**src/sv/lpyw_pkg.sv**
```systemverilog
package lpyw_pkg;

  localparam int MAX_POINTS = 64;
  localparam int PI_Q       = 12868;
  localparam int TWO_PI_Q   = 25736;

  // divider: 56-bit dividend, 40-bit divisor
  localparam int DIV_N_W = 56;
  localparam int DIV_D_W = 40;
  // square root: 66-bit radicand, 33-bit root
  localparam int SQ_IN_W  = 66;
  localparam int SQ_OUT_W = 33;

  localparam logic [1:0] REG_START_DIST = 2'd0;
  localparam logic [1:0] REG_END_DIST   = 2'd1;
  localparam logic [1:0] REG_CLOCKWISE  = 2'd2;
  localparam logic [1:0] REG_POINTS     = 2'd3;

  typedef enum logic [4:0] {
    ST_IDLE,
    ST_SQX,
    ST_SQY,
    ST_SQRT_GO,
    ST_SQRT_WAIT,
    ST_WRAP,
    ST_WIN,
    ST_MWS,
    ST_MLWE,
    ST_MMID,
    ST_MLD,
    ST_DX_GO,
    ST_DX_WAIT,
    ST_DY_GO,
    ST_DY_WAIT,
    ST_DLD_GO,
    ST_DLD_WAIT,
    ST_POSE,
    ST_RMUL,
    ST_RDIV_GO,
    ST_RDIV_WAIT,
    ST_OUT
  } state_t;

  typedef struct packed {
    logic               start;
    logic [DIV_N_W-1:0] dividend;
    logic [DIV_D_W-1:0] divisor;
  } div_req_t;

  typedef struct packed {
    logic               done;
    logic [DIV_N_W-1:0] quot;
    logic [DIV_D_W-1:0] rem;
  } div_res_t;

  typedef struct packed {
    logic               start;
    logic [SQ_IN_W-1:0] radicand;
  } sqrt_req_t;

  typedef struct packed {
    logic                done;
    logic [SQ_OUT_W-1:0] root;
  } sqrt_res_t;

endpackage

```
**src/sv/lpyw_sqrt.sv**
```systemverilog
// Digit-by-digit integer square root, one root bit per cycle.
module lpyw_sqrt (
  input  logic               clk,
  input  logic               rst,
  input  lpyw_pkg::sqrt_req_t req,
  output lpyw_pkg::sqrt_res_t res
);
  import lpyw_pkg::*;

  localparam int CNT_W = $clog2(SQ_OUT_W);
  localparam int REM_W = SQ_OUT_W + 3;

  logic                busy;
  logic                done;
  logic [CNT_W-1:0]    cnt;
  logic [SQ_IN_W-1:0]  rad;
  logic [REM_W-1:0]    rem;
  logic [SQ_OUT_W-1:0] root;
  logic [REM_W-1:0]    rem_t;
  logic [REM_W-1:0]    trial;
  logic                fits;

  // remainder stays below 2*root + 1, so its top bits are free
  assign rem_t = {rem[REM_W-3:0], rad[SQ_IN_W-1 -: 2]};
  assign trial = {1'b0, root, 2'b01};
  assign fits  = rem_t >= trial;

  always_ff @(posedge clk) begin
    if (rst) begin
      busy <= 1'b0;
      done <= 1'b0;
      cnt  <= '0;
    end else begin
      done <= 1'b0;
      if (req.start) begin
        busy <= 1'b1;
        cnt  <= '0;
      end else if (busy) begin
        cnt <= cnt + 1'b1;
        if (cnt == CNT_W'(SQ_OUT_W - 1)) begin
          busy <= 1'b0;
          done <= 1'b1;
        end
      end
    end
  end

  always_ff @(posedge clk) begin
    if (req.start) begin
      rad  <= req.radicand;
      rem  <= '0;
      root <= '0;
    end else if (busy) begin
      rem  <= fits ? rem_t - trial : rem_t;
      root <= {root[SQ_OUT_W-2:0], fits};
      rad  <= {rad[SQ_IN_W-3:0], 2'b00};
    end
  end

  assign res.done = done;
  assign res.root = root;

endmodule

```
**config.mk**
```make
export PLATFORM = sky130hd
export DESIGN_NAME = lpyw_sqrt
export DESIGN_NICKNAME = d
export VERILOG_FILES = /design/src/sv/lpyw_pkg.sv /design/src/sv/lpyw_sqrt.sv
export SDC_FILE = /design/constraint.sdc
export NUM_CORES = 1
export LEC_CHECK = 0
export BUFFER_PORTS_ARGS = -buffer_cell sky130_fd_sc_hd__buf_2
export CAP_MARGIN = 20
export CORE_ASPECT_RATIO = 1.5
export CORE_MARGIN = 5
export CORE_UTILIZATION = 31
export DETAILED_ROUTE_END_ITERATION = 16
export PLACE_DENSITY = 0.49
export SETUP_SLACK_MARGIN = 0.2
export SYNTH_ARGS = -nofsm -noshare
export SYNTH_HDL_FRONTEND = slang
export SYNTH_SLANG_ARGS = --single-unit
```
**constraint.sdc**
```tcl
create_clock -name clk -period 3.8 [get_ports clk]
set_input_delay 0.38 -clock clk [delete_from_list [all_inputs] [get_ports clk]]
set_output_delay 0.38 -clock clk [all_outputs]
set_load 0.02 [all_outputs]
```
==> results.toml <==
[drt]
drc = 0
vias = 5796
drt_first_pass_iters = 4
drt.antenna.violating_nets = 0
drtIter0Drc = 214
drt-vias-per-instance = 4.86
wirelength_um = 19200
routedWlPerCell_um = 16.1

[synth]
synth_cell_types = 59
synth_top_cell_area_share_pct = 25.6
synth_ff_type = "dfxtp_1"
syn_nets = 871
synth_edf_count = 66
synth.cell_area_um2 = 7740
synth_seq_cells = 141
synth_area_leaders = "edfxtp_1 26%, dfxtp_1 19%, mux2_2 9.3%"
yosys.area.top_type = "edfxtp_1"
syn_avg_cell_area_um2 = 10.1
yosysWarnings = 0
async_flop_share_pct = 0
yosysSeqAreaShare_pct = 45.0
synthCells = 765

[timing]
timing.fmax_ghz = 0.308
worst_slack_ps = 554
skew_ps = 13.1
relSlewSlack_pct = 37.0
worst_pin_slew_ps = 945
setup_viol = 0
fin_tns_setup_ps = 0
min_period_over_period_pct = 85.4
drv_slew = 0
min_period_ps = 3250
rsz0062_at_grt = "no"
hold_viol = 0

[floorplanning]
num_rows = 70
io_pins = 103
die_h_um = 204
die_w_um = 139
coreArea_um2 = 24500
fp.dieArea_um2 = 28300
initial_utilization_pct = 31.6

[cells_and_area]
fillers = 2517
nets = 961
final_cell_mix = "101 x buf_2, 81 x nor2_1, 74 x dfxtp_1, 66 x edfxtp_1, 64 x mux2_2"
regArea_um2 = 3490
final_common_cell = "buf_2"
syn_to_final_growth_pct = 18.7
drive_gt1_share_pct = 25.1
final_cell_area_um2 = 9190
multi_input_area_um2 = 3900
layout.cells.non_filler = 1192

[power]
p_sw_mw = 2.96
p_leak_nw = 3.75
irDropWorstVdd_mv = 0.343
p_per_area_nw_per_um2 = 809
pwr-share-clk_pct = 23.4
p_comb_share_pct = 50.6
p_int_mw = 4.48
sw_frac_of_total_pct = 39.8
seq_power_share_pct = 26.0

[run]
maxCapViolCount = 0

[global_routing]
track_usage_pct = 13.7
grt_max_degree = 74
grt_remaining_overflow = 0
grt_pass1_wl_um = 31100
antenna_found_initial = 2
grt_pass1_vias = 6010

[placement]
gp_congestion = 0.866
placed_cell_area_um2 = 8590
dp_hpwl_um = 14100
dp_slack_ps = 525
io_buffer_count = 102
dpl.cell_count = 1160

[clock_network]
h-tree-depth = 4
cts_max_path_buffers = 2
cts_tree = "built"
cts.sinks = 141
postCtsSetupBuffers = 0
clkTransAtPathRegs_ps = 60
cts_resized = 0
clk_latency_ps = 430
cts-root-buf = "clkbuf_16"
ctsHoldBuffers = 0
cts_buffers = 17

[critical_path]
worstPathRequired_ps = 4150
crit_type = "reg -> reg"
crit_arrival_ps = 3600
critPathLaunchType = "flip-flop"
crit_buf_inv = 2
cpLargestDelayFamily = "simple AND/OR/NAND/NOR gates"
end_kind = "flip-flop"
crit_chain = "inv_1 -> ha_1 -> nand4_1 -> nor4_1 -> nand3_1 -> nand2_1 -> o22ai_1 -> buf_4 -> nor2_4 -> nand2_2 -> or4_1 -> o21ai_0"
cp_max_fo = 17
cp_slowest_cell = "or4_1"
slowest_delay_ps = 580

[status]
outcome = "finished clean"

[min_path]
hold_path_class = "in -> reg"
## flip-flops by register name, summed over array words and instances, names as in the netlist
register,count
rad,66
rem,34
root,33
cnt,6
busy,1
done,1
## cells in the mapped netlist, drive strengths merged, types with 2 or more instances
cell type / n
nor4: 4
clkbuf: 26
a22oi: 3
a2111oi: 2
nand4b: 2
a21o: 16
a21oi: 39
a2bb2oi: 3
xor2: 14
and3: 3
nor2: 82
buf: 16
a21boi: 3
inv: 50
ha: 37
nand2: 49
or3: 3
and2: 3
a31oi: 5
a211oi: 19
o21a: 2
dfxtp: 75
o211ai: 3
edfxtp: 66
o22ai: 2
mux2: 65
nand4: 11
nor3: 11
mux2i: 47
xnor2: 20
nand2b: 4
o21ai: 42
a22o: 2
a311oi: 10
nand3: 10
o21bai: 4
## power by group through the flow
stage          logic, mW  registers (mW)  clock network [mW]
6_report            3.76            1.93                1.74
5_1_grt             4.18            1.96                1.86
4_1_cts             3.82            1.93                1.81
3_5_place_dp        3.79            1.96                   0
3_3_place_gp        3.82            1.96                   0
2_1_floorplan       2.89            1.93                   0
## final cells by class
class,count,share of cell area [%]
tap,324,4.41
antenna,1,0.0272
clock inverter,12,1.74
timing repair buffer,113,6.62
inverter,50,2.04
sequential,141,37.9
multi-input combinational,532,42.4
clock buffer,19,4.82
## cell families after synthesis
kind of cell | count (synthesis) | synth area share (%)
and+or+nand+nor | 187 | 10.9
DFF | 141 | 45.0
xor gates and xnor gates | 34 | 3.85
adders and majority gates | 37 | 5.98
muxes | 112 | 15.5
AOI/OAI and AO/OA | 162 | 14.1
buffers and inverters | 92 | 4.67
## layer usage
metal	share of wire, %	vias to the layer above	track usage [%]	wire length [um]
met4	2.0	4	5.31	384
met2	52	116	24.8	9960
met5	0.21	-	0	40
li1	-	2947	-	-
met3	5.5	24	4.57	1060
met1	40	2705	14.7	7730
## metrics by stage
| stage | hold slack (ps) | power [mW] | utilization [%] |
|---|---|---|---|
| floorplan | 443 | 4.82 | - |
| global placement | 468 | 5.78 | 35.0 |
| detailed placement | 472 | 5.76 | 35.0 |
| CTS | 74.5 | 7.56 | 37.5 |
| global route | 101 | 8.00 | 37.5 |
| finish | 112 | 7.43 | 37.5 |
## worst paths after layout
kind | depth (start not counted) | endpoint | from | slack, ps
setup / recovery | 12 | rem[30] | root[24] | 550
hold / removal | 2 | busy | rst | 110
setup reg to reg | 12 | rem[30] | root[24] | 550
hold reg to reg | 2 | root[0] | root[0] | 480
(Power assumes the default switching activity.)
