## src/sv/lpyw_pkg.sv

```systemverilog
package lpyw_pkg;

  localparam int MAX_POINTS = 64;
  localparam int PI_Q       = 12868;
  localparam int TWO_PI_Q   = 25736;

  // divider: 56-bit dividend, 40-bit divisor
  localparam int DIV_N_W = 56;
  localparam int DIV_D_W = 40;
  // square root: 66-bit radicand, 33-bit root
  localparam int SQ_IN_W  = 66;
  localparam int SQ_OUT_W = 33;

  localparam logic [1:0] REG_START_DIST = 2'd0;
  localparam logic [1:0] REG_END_DIST   = 2'd1;
  localparam logic [1:0] REG_CLOCKWISE  = 2'd2;
  localparam logic [1:0] REG_POINTS     = 2'd3;

  typedef enum logic [4:0] {
    ST_IDLE,
    ST_SQX,
    ST_SQY,
    ST_SQRT_GO,
    ST_SQRT_WAIT,
    ST_WRAP,
    ST_WIN,
    ST_MWS,
    ST_MLWE,
    ST_MMID,
    ST_MLD,
    ST_DX_GO,
    ST_DX_WAIT,
    ST_DY_GO,
    ST_DY_WAIT,
    ST_DLD_GO,
    ST_DLD_WAIT,
    ST_POSE,
    ST_RMUL,
    ST_RDIV_GO,
    ST_RDIV_WAIT,
    ST_OUT
  } state_t;

  typedef struct packed {
    logic               start;
    logic [DIV_N_W-1:0] dividend;
    logic [DIV_D_W-1:0] divisor;
  } div_req_t;

  typedef struct packed {
    logic               done;
    logic [DIV_N_W-1:0] quot;
    logic [DIV_D_W-1:0] rem;
  } div_res_t;

  typedef struct packed {
    logic               start;
    logic [SQ_IN_W-1:0] radicand;
  } sqrt_req_t;

  typedef struct packed {
    logic                done;
    logic [SQ_OUT_W-1:0] root;
  } sqrt_res_t;

endpackage

```

## src/sv/lpyw_div.sv

```systemverilog
// Restoring divider, one quotient bit per cycle.
module lpyw_div (
  input  logic              clk,
  input  logic              rst,
  input  lpyw_pkg::div_req_t req,
  output lpyw_pkg::div_res_t res
);
  import lpyw_pkg::*;

  localparam int CNT_W = $clog2(DIV_N_W);

  logic               busy;
  logic               done;
  logic [CNT_W-1:0]   cnt;
  logic [DIV_N_W-1:0] dvd;
  logic [DIV_D_W-1:0] dvs;
  logic [DIV_D_W-1:0] rem;
  logic [DIV_D_W:0]   rem_t;
  logic               fits;

  assign rem_t = {rem, dvd[DIV_N_W-1]};
  assign fits  = rem_t >= {1'b0, dvs};

  always_ff @(posedge clk) begin
    if (rst) begin
      busy <= 1'b0;
      done <= 1'b0;
      cnt  <= '0;
    end else begin
      done <= 1'b0;
      if (req.start) begin
        busy <= 1'b1;
        cnt  <= '0;
      end else if (busy) begin
        cnt <= cnt + 1'b1;
        if (cnt == CNT_W'(DIV_N_W - 1)) begin
          busy <= 1'b0;
          done <= 1'b1;
        end
      end
    end
  end

  // quotient bits shift into the dividend register from the bottom
  always_ff @(posedge clk) begin
    if (req.start) begin
      dvd <= req.dividend;
      dvs <= req.divisor;
      rem <= '0;
    end else if (busy) begin
      if (fits) begin
        rem <= DIV_D_W'(rem_t - {1'b0, dvs});
      end else begin
        rem <= rem_t[DIV_D_W-1:0];
      end
      dvd <= {dvd[DIV_N_W-2:0], fits};
    end
  end

  assign res.done = done;
  assign res.quot = dvd;
  assign res.rem  = rem;

endmodule

```

## config.mk

```make
export PLATFORM = sky130hd
export DESIGN_NAME = lpyw_div
export DESIGN_NICKNAME = d
export VERILOG_FILES = /design/src/sv/lpyw_pkg.sv /design/src/sv/lpyw_div.sv
export SDC_FILE = /design/constraint.sdc
export NUM_CORES = 1
export LEC_CHECK = 0
export BUFFER_PORTS_ARGS = -buffer_cell sky130_fd_sc_hd__buf_2
export CELL_PAD_IN_SITES_DETAIL_PLACEMENT = 0
export CELL_PAD_IN_SITES_GLOBAL_PLACEMENT = 2
export CORE_AREA = 4 4 159 161
export CTS_CLUSTER_SIZE = 14
export DETAILED_ROUTE_END_ITERATION = 7
export DIE_AREA = 0 0 163 165
export HOLD_SLACK_MARGIN = 0.12
export PLACE_DENSITY = 0.86
export SYNTH_ARGS = -nofsm -noshare
export SYNTH_HDL_FRONTEND = slang
export SYNTH_SLANG_ARGS = --single-unit
```

## constraint.sdc

```tcl
create_clock -name clk -period 4.2 [get_ports clk]
set_input_delay 0.21 -clock clk [delete_from_list [all_inputs] [get_ports clk]]
set_output_delay 0.21 -clock clk [all_outputs]
set_load 0.03 [all_outputs]
```

==> results of run 1 <==
power groups by stage:
stage               Clock, mW  Combinational [mW]  Sequential (mW)
global route             1.63                1.34             1.77
global placement            0                1.15             1.78
CTS                      1.58                1.23             1.75
finish                   1.53                1.22             1.75
detailed placement          0                1.16             1.78
floorplan                   0               0.662             1.94
metrics by stage:
stage / util / std cells / instance area (sq um) / total power, mW / hold slack, ns
floorplan: - / 740 / 7995 / 2.605 / 0.2824
global placement: 0.3857 / 1223 / 9243 / 2.935 / 0.3875
detailed placement: 0.3857 / 1223 / 9243 / 2.941 / 0.3881
CTS: 0.4495 / 1350 / 10770 / 4.562 / 0.1261
global route: 0.4495 / 1350 / 10770 / 4.742 / 0.1225
finish: 0.4495 / 1350 / 10770 / 4.508 / 0.1338
worst paths after layout:
check / endpoint / slack, ns / startpoint
hold reg to reg: cnt[5]$_SDFFE_PP0P_ / 0.50 / cnt[5]$_SDFFE_PP0P_
setup reg to reg: rem[36]$_SDFFE_PP0P_ / 0.79 / dvd[55]$_DFFE_PP_
setup / recovery: rem[36]$_SDFFE_PP0P_ / 0.79 / dvd[55]$_DFFE_PP_
hold / removal: dvd[55]$_DFFE_PP_ / 0.13 / req[95]
final cells by class:
class                   count  area, sq um  share of cell area
clock inverters            14        148.9             0.01382
well taps                 324        405.4             0.03763
repair buffers            297         1994              0.1852
flip-flops and latches    144         3845              0.3570
inverters                  51        191.4             0.01777
clock buffers              18        429.2             0.03984
multi-input cells         502         3757              0.3488
layer usage:
metal / routed length (um) / vias to the layer above / GRT usage
met5: 0 / - / 0
met4: 238 / 0 / 0.03660
met3: 1609 / 16 / 0.05116
met2: 10800 / 206 / 0.2858
met1: 10070 / 3084 / 0.2133
li1: - / 3268 / -
cells in the final DEF (no fill, tap or decap), types with 4 or more instances in the layout:
cell type / netlist / layout
nand4_1: 18 / 18
ha_1: 41 / 41
buf_4: 4 / 7
o21a_1: 6 / 6
a21oi_1: 38 / 38
mux2_2: 56 / 56
edfxtp_1: 96 / 96
dfxtp_1: 48 / 47
xnor2_1: 19 / 19
inv_6: 0 / 4
nand2b_1: 4 / 4
nand3_1: 8 / 8
a211o_1: 4 / 4
dlygate4sd3_1: 0 / 95
clkbuf_16: 0 / 17
clkinvlp_4: 0 / 4
mux2i_1: 35 / 35
nor3_1: 5 / 5
o21ai_1: 4 / 4
inv_1: 51 / 51
o31ai_1: 4 / 4
inv_8: 0 / 4
a31oi_1: 8 / 8
nor2b_1: 8 / 8
a21o_1: 19 / 19
xor2_1: 19 / 19
nor2_1: 65 / 65
buf_2: 8 / 194
nand2_1: 33 / 33
o21ai_0: 22 / 22
a211oi_1: 38 / 38
critical path, cell delays in order, from the launching register on:
cell and delay (ns):
edfxtp_1 0.37, inv_1 0.06, ha_1 0.22, fa_1 0.41
inv_1 0.07, a21oi_1 0.07, o221ai_1 0.37, a311oi_1 0.24
o31ai_1 0.56, a21oi_1 0.23, o21ai_0 0.26, xor2_1 0.17
mux2i_1 0.08, a211oi_1 0.21
kinds of logic (layout without fill, tap and decap cells):
family,Yosys count,after routing,synth area share
multiplexers,91,91,0.1227
flip-flops,144,144,0.4808
adder cells (fa/ha/maj),42,42,0.06667
XOR/XNOR,38,38,0.04163
AO/OA/AOI/OAI,168,168,0.1430
AND/OR/NAND/NOR,163,163,0.09593
buffers and inverters,94,380,0.04929
repair_timing:
action	in CTS	in global routing
setup endpoints to repair	0	0
hold buffers	95	0
buffers inserted	0	0
hold endpoints to repair	95	0
state kept, by name (all words and copies together) (netlist names):
| name | flops |
|---|---|
| busy | 1 |
| cnt | 6 |
| done | 1 |
| dvd | 56 |
| dvs | 40 |
| rem | 40 |
==> flow_metrics.env, run 1 <==
export IMPL_drc=0
export IMPL_clock_path_buffers=2
export IMPL_tritoncts="yes"
export IMPL_dpl_hpwl_um=16320
export IMPL_num_rows=57
export IMPL_drv_slew=0
export IMPL_syn_inst=740
export IMPL_rsz0062_at_grt="no"
export IMPL_grt_max_degree=52
export IMPL_syn_num_nets=881
export IMPL_vias=6574
export IMPL_antenna_cells=0
export IMPL_core_area_sq_um=23960
export IMPL_wl_per_cell_um=16.82
export IMPL_drv_cap=0
export IMPL_finalSetupViolations=0
export IMPL_yosysTopAreaCell="edfxtp_1"
export IMPL_crit_fanout=4
export IMPL_clk_latency_ns=0.42
export IMPL_final_antenna_net_count=0
export IMPL_die_h_um=165
export IMPL_ys_flop_type="edfxtp_1"
export IMPL_fin_nets=1154
export IMPL_grt_pass1_vias=6813
export IMPL_r2r_cells=13
export IMPL_finalSetupTns_ns=0
export IMPL_synth_edf_count=96
export IMPL_ys_top_cells_by_area="edfxtp_1 (36%), dfxtp_1 (12%), mux2_2 (7.9%)"
export IMPL_synth_cell_types=61
export IMPL_p_leak_nw=4.805
export IMPL_period_share=0.8112
export IMPL_avgViaCountPerCell=4.870
export IMPL_grt_overflow_total=0
export IMPL_htree_num_levels=4
export IMPL_async_flop_share=0
export IMPL_grt_use_total=0.1686
export IMPL_drive_gt1_frac=0.2914
export IMPL_yosys_area_top_type_share=0.3606
export IMPL_syn_avg_cell_area_sq_um=10.80
export IMPL_nFillCells=2310
export IMPL_wirelength_um=22710
export IMPL_hold_viol_final=0
export IMPL_floorplan_initialDensity=0.3336
export IMPL_seq_area_frac_synth=0.4808
export IMPL_fin_ws_ns=0.7929
export IMPL_place_congestion=0.8044
export IMPL_path_clk_slew_ns=0.07
export IMPL_critPathRequiredTime_ns=4.53
export IMPL_cts_root_buf="clkbuf_16"
export IMPL_pwr_share_comb=0.271
export IMPL_pre_cts_ws_ns=0.7811
export IMPL_power_share_clock=0.340
export IMPL_power_density_nw_per_um2=418.5
export IMPL_first_pass_iters=4
export IMPL_status="finished, final reports clean"
export IMPL_hold_path_class="in2reg"
export IMPL_io_buffers=195
export IMPL_startpoint_type="flip-flop"
export IMPL_drt_iter0_drc=272
export IMPL_die_area_sq_um=26900
export IMPL_synthTopCellsByCount="edfxtp_1 (96), nor2_1 (65), mux2_2 (56), inv_1 (51), dfxtp_1 (48)"
export IMPL_path_class="reg2reg"
export IMPL_period_minus_slack_ns=3.407
export IMPL_grt_pass1_wl_um=36190
export IMPL_whs_path_depth=2
export IMPL_cts_resized=0
export IMPL_syn_cell_area_sq_um=7995
export IMPL_die_x_um=163
export IMPL_power_frac_seq=0.389
export IMPL_slew_headroom=0.4084
export IMPL_p_sw_frac=0.3347
export IMPL_synth_most_common_cell="edfxtp_1"
export IMPL_peakVddDrop_uv=218.8
export IMPL_ys_warn_count=0
export IMPL_synth_seq_cells=144
export IMPL_cp_arrival_ns=3.74
export IMPL_cp_end_kind="flip-flop"
export IMPL_io_pins=196
export IMPL_skew_ns=0.01238
export IMPL_p_switching_mw=1.509
export IMPL_numCtsBuffers=17
export IMPL_antenna_found_initial=0
export IMPL_worstMarginPinSlew_ns=0.8874
export IMPL_cts_sinks=144
export IMPL_area_growth_pct=34.73
export IMPL_p_int_mw=2.999
export IMPL_fmax_ghz=0.2935
Power figures use the tool's default switching activity.
==> run 2, diff against run 1 <==
--- a/config.mk
+++ b/config.mk
@@ -8,12 +8,12 @@
 export BUFFER_PORTS_ARGS = -buffer_cell sky130_fd_sc_hd__buf_2
 export CELL_PAD_IN_SITES_DETAIL_PLACEMENT = 0
 export CELL_PAD_IN_SITES_GLOBAL_PLACEMENT = 2
-export CORE_AREA = 4 4 159 161
+export CORE_AREA = 4 4 166 168
 export CTS_CLUSTER_SIZE = 14
 export DETAILED_ROUTE_END_ITERATION = 7
-export DIE_AREA = 0 0 163 165
+export DIE_AREA = 0 0 170 172
 export HOLD_SLACK_MARGIN = 0.12
-export PLACE_DENSITY = 0.86
+export PLACE_DENSITY = 0.84
 export SYNTH_ARGS = -nofsm -noshare
 export SYNTH_HDL_FRONTEND = slang
 export SYNTH_SLANG_ARGS = --single-unit
==> constraint.sdc (replaced) <==
create_clock -name clk -period 3.1 [get_ports clk]
set_input_delay 0.155 -clock clk [delete_from_list [all_inputs] [get_ports clk]]
set_output_delay 0.155 -clock clk [all_outputs]
set_load 0.03 [all_outputs]
==> flow_metrics.env, run 2 (same netlist as run 1, synthesis figures left out) <==
export IMPL_power_density_nw_per_um2=557.3
export IMPL_skew_ns=0.01891
export IMPL_crit_buf_inv=5
export IMPL_avgViaCountPerCell=4.810
export IMPL_die_area_sq_um=29240
export IMPL_clk_latency_ns=0.43
export IMPL_vias=6907
export IMPL_numCtsBuffers=17
export IMPL_grt_pass1_vias=7377
export IMPL_whs_path_depth=2
export IMPL_grt_overflow_total=0
export IMPL_cp_arrival_ns=3.50
export IMPL_pre_cts_ws_ns=-0.1400
export IMPL_peakVddDrop_uv=336.8
export IMPL_violations="setup timing"
export IMPL_drc=0
export IMPL_slew_headroom=0.3590
export IMPL_crit_fanout=3
export IMPL_path_class="reg2reg"
export IMPL_tritoncts="yes"
export IMPL_r2r_cells=16
export IMPL_r2r_slack_ns=-0.06
export IMPL_drv_cap=0
export IMPL_htree_num_levels=4
export IMPL_cts_sinks=144
export IMPL_antenna_found_initial=0
export IMPL_fin_hold_ws_ns=0.4356
export IMPL_crit_path_top_delay_cell="edfxtp_1"
export IMPL_layout_commonest_cell="buf_2"
export IMPL_wirelength_um=24150
export IMPL_drt_iter0_drc=257
export IMPL_finalSetupViolations=27
export IMPL_hold_path_class="in2reg"
export IMPL_fin_util=0.4496
export IMPL_seq_area_sq_um=3846
export IMPL_finalNonFillerCells=1436
export IMPL_antenna_cells=0
export IMPL_num_rows=59
export IMPL_die_x_um=170
export IMPL_place_congestion=0.7969
export IMPL_multiInputGateArea_sq_um=3940
export IMPL_nFillCells=2473
export IMPL_clock_path_buffers=2
export IMPL_die_h_um=172
export IMPL_grt_use_total=0.1642
export IMPL_final_antenna_net_count=0
export IMPL_floorplan_initialDensity=0.3086
export IMPL_whs_endpoint="dvs[14]$_DFFE_PP_"
export IMPL_drv_slew=0
export IMPL_first_pass_iters=4
export IMPL_critPathTopFamily="compound AO/OA/AOI/OAI gates"
export IMPL_period_minus_slack_ns=3.163
export IMPL_status="complete, but fails checks"
export IMPL_cp_end_kind="flip-flop"
export IMPL_dp_cells=1293
export IMPL_fmax_ghz=0.3162
export IMPL_finalSetupTns_ns=-0.8244
export IMPL_grt_pass1_wl_um=38580
export IMPL_largestRegisters="dvd: 56 flops, dvs: 40 flops, rem: 40 flops"
export IMPL_slowest_delay_ns=0.43
export IMPL_path_clk_slew_ns=0.07
export IMPL_period_share=1.020
export IMPL_drive_gt1_frac=0.3624
export IMPL_io_buffers=195
export IMPL_regMostFlops="dvd"
export IMPL_min_delay_start="req[14]"
export IMPL_worst_r2r_endpoint="rem[0]$_SDFFE_PP0P_"
export IMPL_p_leak_nw=5.212
export IMPL_io_pins=196
export IMPL_fin_ws_ns=-0.06304
export IMPL_grt_max_degree=82
export IMPL_final_cell_mix="buf_2 (194), dlygate4sd3_1 (98), edfxtp_1 (96), buf_4 (70), nor2_1 (65)"
export IMPL_hold_viol_final=0
export IMPL_core_area_sq_um=25910
export IMPL_largest_reg_flops=56
export IMPL_worstMarginPinSlew_ns=0.9614
export IMPL_critPathRequiredTime_ns=3.44
export IMPL_fin_nets=1229
export IMPL_dpl_hpwl_um=17310
export IMPL_cts_root_buf="clkbuf_16"
export IMPL_rr_startpoint="dvs[1]$_DFFE_PP_"
export IMPL_area_growth_pct=45.71
export IMPL_wl_per_cell_um=16.82
export IMPL_path_cells="inv_2 -> ha_4 -> nor2b_4 -> o31a_1 -> o31ai_4 -> nor3_2 -> o21ai_1 -> a21o_2 -> a21oi_2 -> a2111oi_4 -> buf_6 -> buf_6 -> buf_4 -> buf_4 -> nand2_1 -> a311oi_1"
export IMPL_rsz0062_at_grt="yes"
export IMPL_startpoint_type="flip-flop"
export IMPL_crit_path_start="dvs[1]$_DFFE_PP_"
[run 2: timing repair]
| action | CTS | global route |
|---|---|---|
| cloned | 1 | 1 |
| hold buffers | 98 | 0 |
| pin swaps | 2 | 24 |
| endpoints found under the hold margin | 112 | 0 |
| resized for setup | 5 | 36 |
| setup endpoints to repair | 35 | 38 |
| buffers inserted | 3 | 8 |
[run 2: where the power goes]
| part | internal (mW) | total (mW) | switching (mW) |
|---|---|---|---|
| logic | 0.907 | 2.00 | 1.09 |
| clock network | 1.15 | 2.13 | 0.978 |
| registers | 2.25 | 2.37 | 0.117 |
| total | 4.31 | 6.49 | 2.18 |
[run 2: worst max path at each step]
stage	to	slack, ns	cells past startpoint
2_1_floorplan	rem[33]$_SDFFE_PP0P_	0.03	14
4_1_cts	rem[0]$_SDFFE_PP0P_	-0.06	15
3_3_place_gp	rem[22]$_SDFFE_PP0P_	0.008	14
5_1_grt	rem[2]$_SDFFE_PP0P_	-0.23	15
3_5_place_dp	rem[27]$_SDFFE_PP0P_	-0.14	14
6_report	rem[0]$_SDFFE_PP0P_	-0.06	16
[run 2: routing by layer]
metal | track usage | part of all wire
met5 | 0 | 0
met2 | 0.2850 | 0.49
met4 | 0.04340 | 0.0097
met1 | 0.2005 | 0.44
met3 | 0.04824 | 0.065
[run 2: layout make-up]
class | count | area share
clock buffers | 17 | 0.03652
clock inverters | 15 | 0.01482
inverters | 51 | 0.01643
multi-input cells | 502 | 0.3382
flip-flops and latches | 144 | 0.3301
well taps | 335 | 0.03598
repair buffers | 372 | 0.2279
[run 2: stage by stage]
| stage | power, mW | cell area [sq um] |
|---|---|---|
| 5_1_grt | 6.839 | 11650 |
| 3_3_place_gp | 4.142 | 9726 |
| 3_5_place_dp | 4.149 | 9726 |
| 2_1_floorplan | 3.530 | 7996 |
| 6_report | 6.492 | 11650 |
| 4_1_cts | 6.439 | 11380 |
[run 2: worst reg2reg max path, delay by kind of cell, from the launching register on]
family,cells,cell delay (ns)
buffers and inverters,5,0.59
and+or+nand+nor,3,0.24
DFF,1,0.43
AOI/OAI and AO/OA,7,1.62
adders and majority gates,1,0.19
==> run 3, diff against run 2 <==
==> config.mk (replaced) <==
export PLATFORM = sky130hd
export DESIGN_NAME = lpyw_div
export DESIGN_NICKNAME = d
export VERILOG_FILES = /design/src/sv/lpyw_pkg.sv /design/src/sv/lpyw_div.sv
export SDC_FILE = /design/constraint.sdc
export NUM_CORES = 1
export LEC_CHECK = 0
export CELL_PAD_IN_SITES_DETAIL_PLACEMENT = 0
export CELL_PAD_IN_SITES_GLOBAL_PLACEMENT = 2
export CORE_AREA = 4 4 155 157
export CTS_CLUSTER_SIZE = 14
export DETAILED_ROUTE_END_ITERATION = 7
export DIE_AREA = 0 0 159 161
export DONT_BUFFER_PORTS = 1
export HOLD_SLACK_MARGIN = 0.12
export PLACE_DENSITY = 0.81
export SYNTH_ARGS = -nofsm -noshare
export SYNTH_HDL_FRONTEND = slang
export SYNTH_SLANG_ARGS = --single-unit
==> flow_metrics.env, run 3 (same netlist as run 1, synthesis figures left out) <==
export IMPL_crit_fanout=9
export IMPL_core_area_sq_um=22500
export IMPL_startpoint_type="flip-flop"
export IMPL_die_area_sq_um=25600
export IMPL_p_leak_nw=4.803
export IMPL_antenna_found_initial=1
export IMPL_rsz0062_at_grt="yes"
export IMPL_avgViaCountPerCell=5.129
export IMPL_cts_root_buf="clkbuf_16"
export IMPL_place_area_sq_um=8932
export IMPL_dpl_hpwl_um=15440
export IMPL_period_share=0.9722
export IMPL_path_clk_slew_ns=0.07
export IMPL_p_sw_frac=0.3326
export IMPL_drive_gt1_frac=0.2315
export IMPL_fin_hold_ws_ns=0.1765
export IMPL_drv_slew=0
export IMPL_cts_sinks=144
export IMPL_power_frac_seq=0.396
export IMPL_critPathRequiredTime_ns=3.43
export IMPL_wl_per_cell_um=18.25
export IMPL_finalSetupViolations=0
export IMPL_grt_pass1_vias=6930
export IMPL_first_pass_iters=4
export IMPL_skew_ns=0.01302
export IMPL_grt_overflow_total=0
export IMPL_io_pins=196
export IMPL_largest_reg_flops=56
export IMPL_cp_end_kind="flip-flop"
export IMPL_drv_cap=0
export IMPL_fmax_ghz=0.3318
export IMPL_worstMarginPinSlew_ns=0.7351
export IMPL_numCtsBuffers=17
export IMPL_cp_arrival_ns=3.34
export IMPL_final_area_sq_um=11320
export IMPL_grt_max_degree=83
export IMPL_p_int_mw=4.252
export IMPL_layout_commonest_cell="dlygate4sd3_1"
export IMPL_slew_headroom=0.5100
export IMPL_fin_nets=1117
export IMPL_period_minus_slack_ns=3.014
export IMPL_power_density_nw_per_um2=562.8
export IMPL_io_buffers=0
export IMPL_htree_num_levels=4
export IMPL_largestRegisters="dvd: 56 flops, dvs: 40 flops, rem: 40 flops"
export IMPL_peakVddDrop_uv=358.4
export IMPL_final_antenna_net_count=0
export IMPL_path_class="reg2reg"
export IMPL_floorplan_initialDensity=0.3553
export IMPL_regMostFlops="dvd"
export IMPL_hold_path_class="in2reg"
export IMPL_tritoncts="yes"
export IMPL_power_share_clock=0.321
export IMPL_status="finished, final reports clean"
export IMPL_drc=0
export IMPL_final_cell_mix="dlygate4sd3_1 (153), buf_4 (100), edfxtp_1 (96), nor2_1 (65), mux2_2 (56)"
export IMPL_grt_use_total=0.1778
export IMPL_drt_iter0_drc=257
export IMPL_wirelength_um=23270
export IMPL_clock_path_buffers=2
export IMPL_vias=6540
export IMPL_die_h_um=161
export IMPL_p_switching_mw=2.118
export IMPL_die_x_um=159
export IMPL_area_growth_pct=41.58
export IMPL_clk_latency_ns=0.43
export IMPL_pwr_share_comb=0.283
export IMPL_num_rows=55
export IMPL_hold_viol_final=0
export IMPL_place_congestion=0.8667
export IMPL_grt_pass1_wl_um=36810
==> run 3: layer usage <==
layer | up-vias | global-route usage | routed length (um)
li1 | 3192 | - | -
met1 | 3131 | 0.2089 | 9673
met2 | 203 | 0.3065 | 11410
met3 | 14 | 0.07272 | 2012
met4 | 0 | 0.04063 | 176
met5 | - | 0 | 0
==> run 3: final cells by class <==
cell class              instances  area (sq um)
clock buffers                  18         439.2
inverters                      51         191.4
fillers                      1920         11180
flip-flops and latches        144          3846
well taps                     285         356.6
repair buffers                260          2457
multi-input cells             502          3887
clock inverters                14         138.9
diodes                          1         2.502
==> run 3: path summary, 6_finish.rpt <==
path                                      startpoint              endpoint  slack (ns)  cells after the start
worst max-delay path                dvs[1]$_DFFE_PP_  rem[34]$_SDFFE_PP0P_        0.09                     15
worst min-delay path                         req[96]   rem[1]$_SDFFE_PP0P_        0.18                      2
worst max register to register      dvs[1]$_DFFE_PP_  rem[34]$_SDFFE_PP0P_        0.09                     15
worst min register to register  rem[39]$_SDFFE_PP0P_  rem[39]$_SDFFE_PP0P_        0.50                      2
==> run 3: repair_timing <==
item | CTS | global route
resized for setup | 4 | 24
setup endpoints to repair | 32 | 39
setup buffers | 1 | 3
endpoints found under the hold margin | 183 | 0
pin swaps | 1 | 15
cloned | 1 | 2
hold buffers | 154 | 0
==> run 3: power by group through the flow <==
stage	Clock, mW	Sequential, mW	Combinational, mW
after floorplan	0	2.63	0.897
final	2.05	2.52	1.80
after detailed placement	0	2.55	1.46
after CTS	2.10	2.51	1.72
after global placement	0	2.55	1.44
after global routing	2.18	2.54	1.97
==> run 3: metrics by stage <==
step / power, mW / cells / utilization / setup TNS [ns] / setup WS (ns)
global placement: 3.985 / 1081 / 0.3969 / -0.05330 / -0.05330
global route: 6.689 / 1275 / 0.5030 / -2.051 / -0.1107
CTS: 6.329 / 1269 / 0.4944 / 0 / 0.02765
floorplan: 3.530 / 740 / - / 0 / 0.03002
finish: 6.370 / 1275 / 0.5030 / 0 / 0.08609
detailed placement: 4.006 / 1081 / 0.3969 / -1.149 / -0.07625
==> run 3: worst max-delay path, cell delays in order (launching register included) <==
cell and delay, ns:
edfxtp_1 0.42, inv_2 0.09, ha_4 0.20, nor2b_4 0.12, o31a_1 0.28, o31ai_2 0.19, buf_4 0.16, nor3_2 0.04
o21ai_1 0.16, a21o_2 0.16, a21oi_2 0.06, a2111oi_4 0.27, clkbuf_16 0.26, buf_12 0.14, mux2i_1 0.07, a211oi_1 0.28
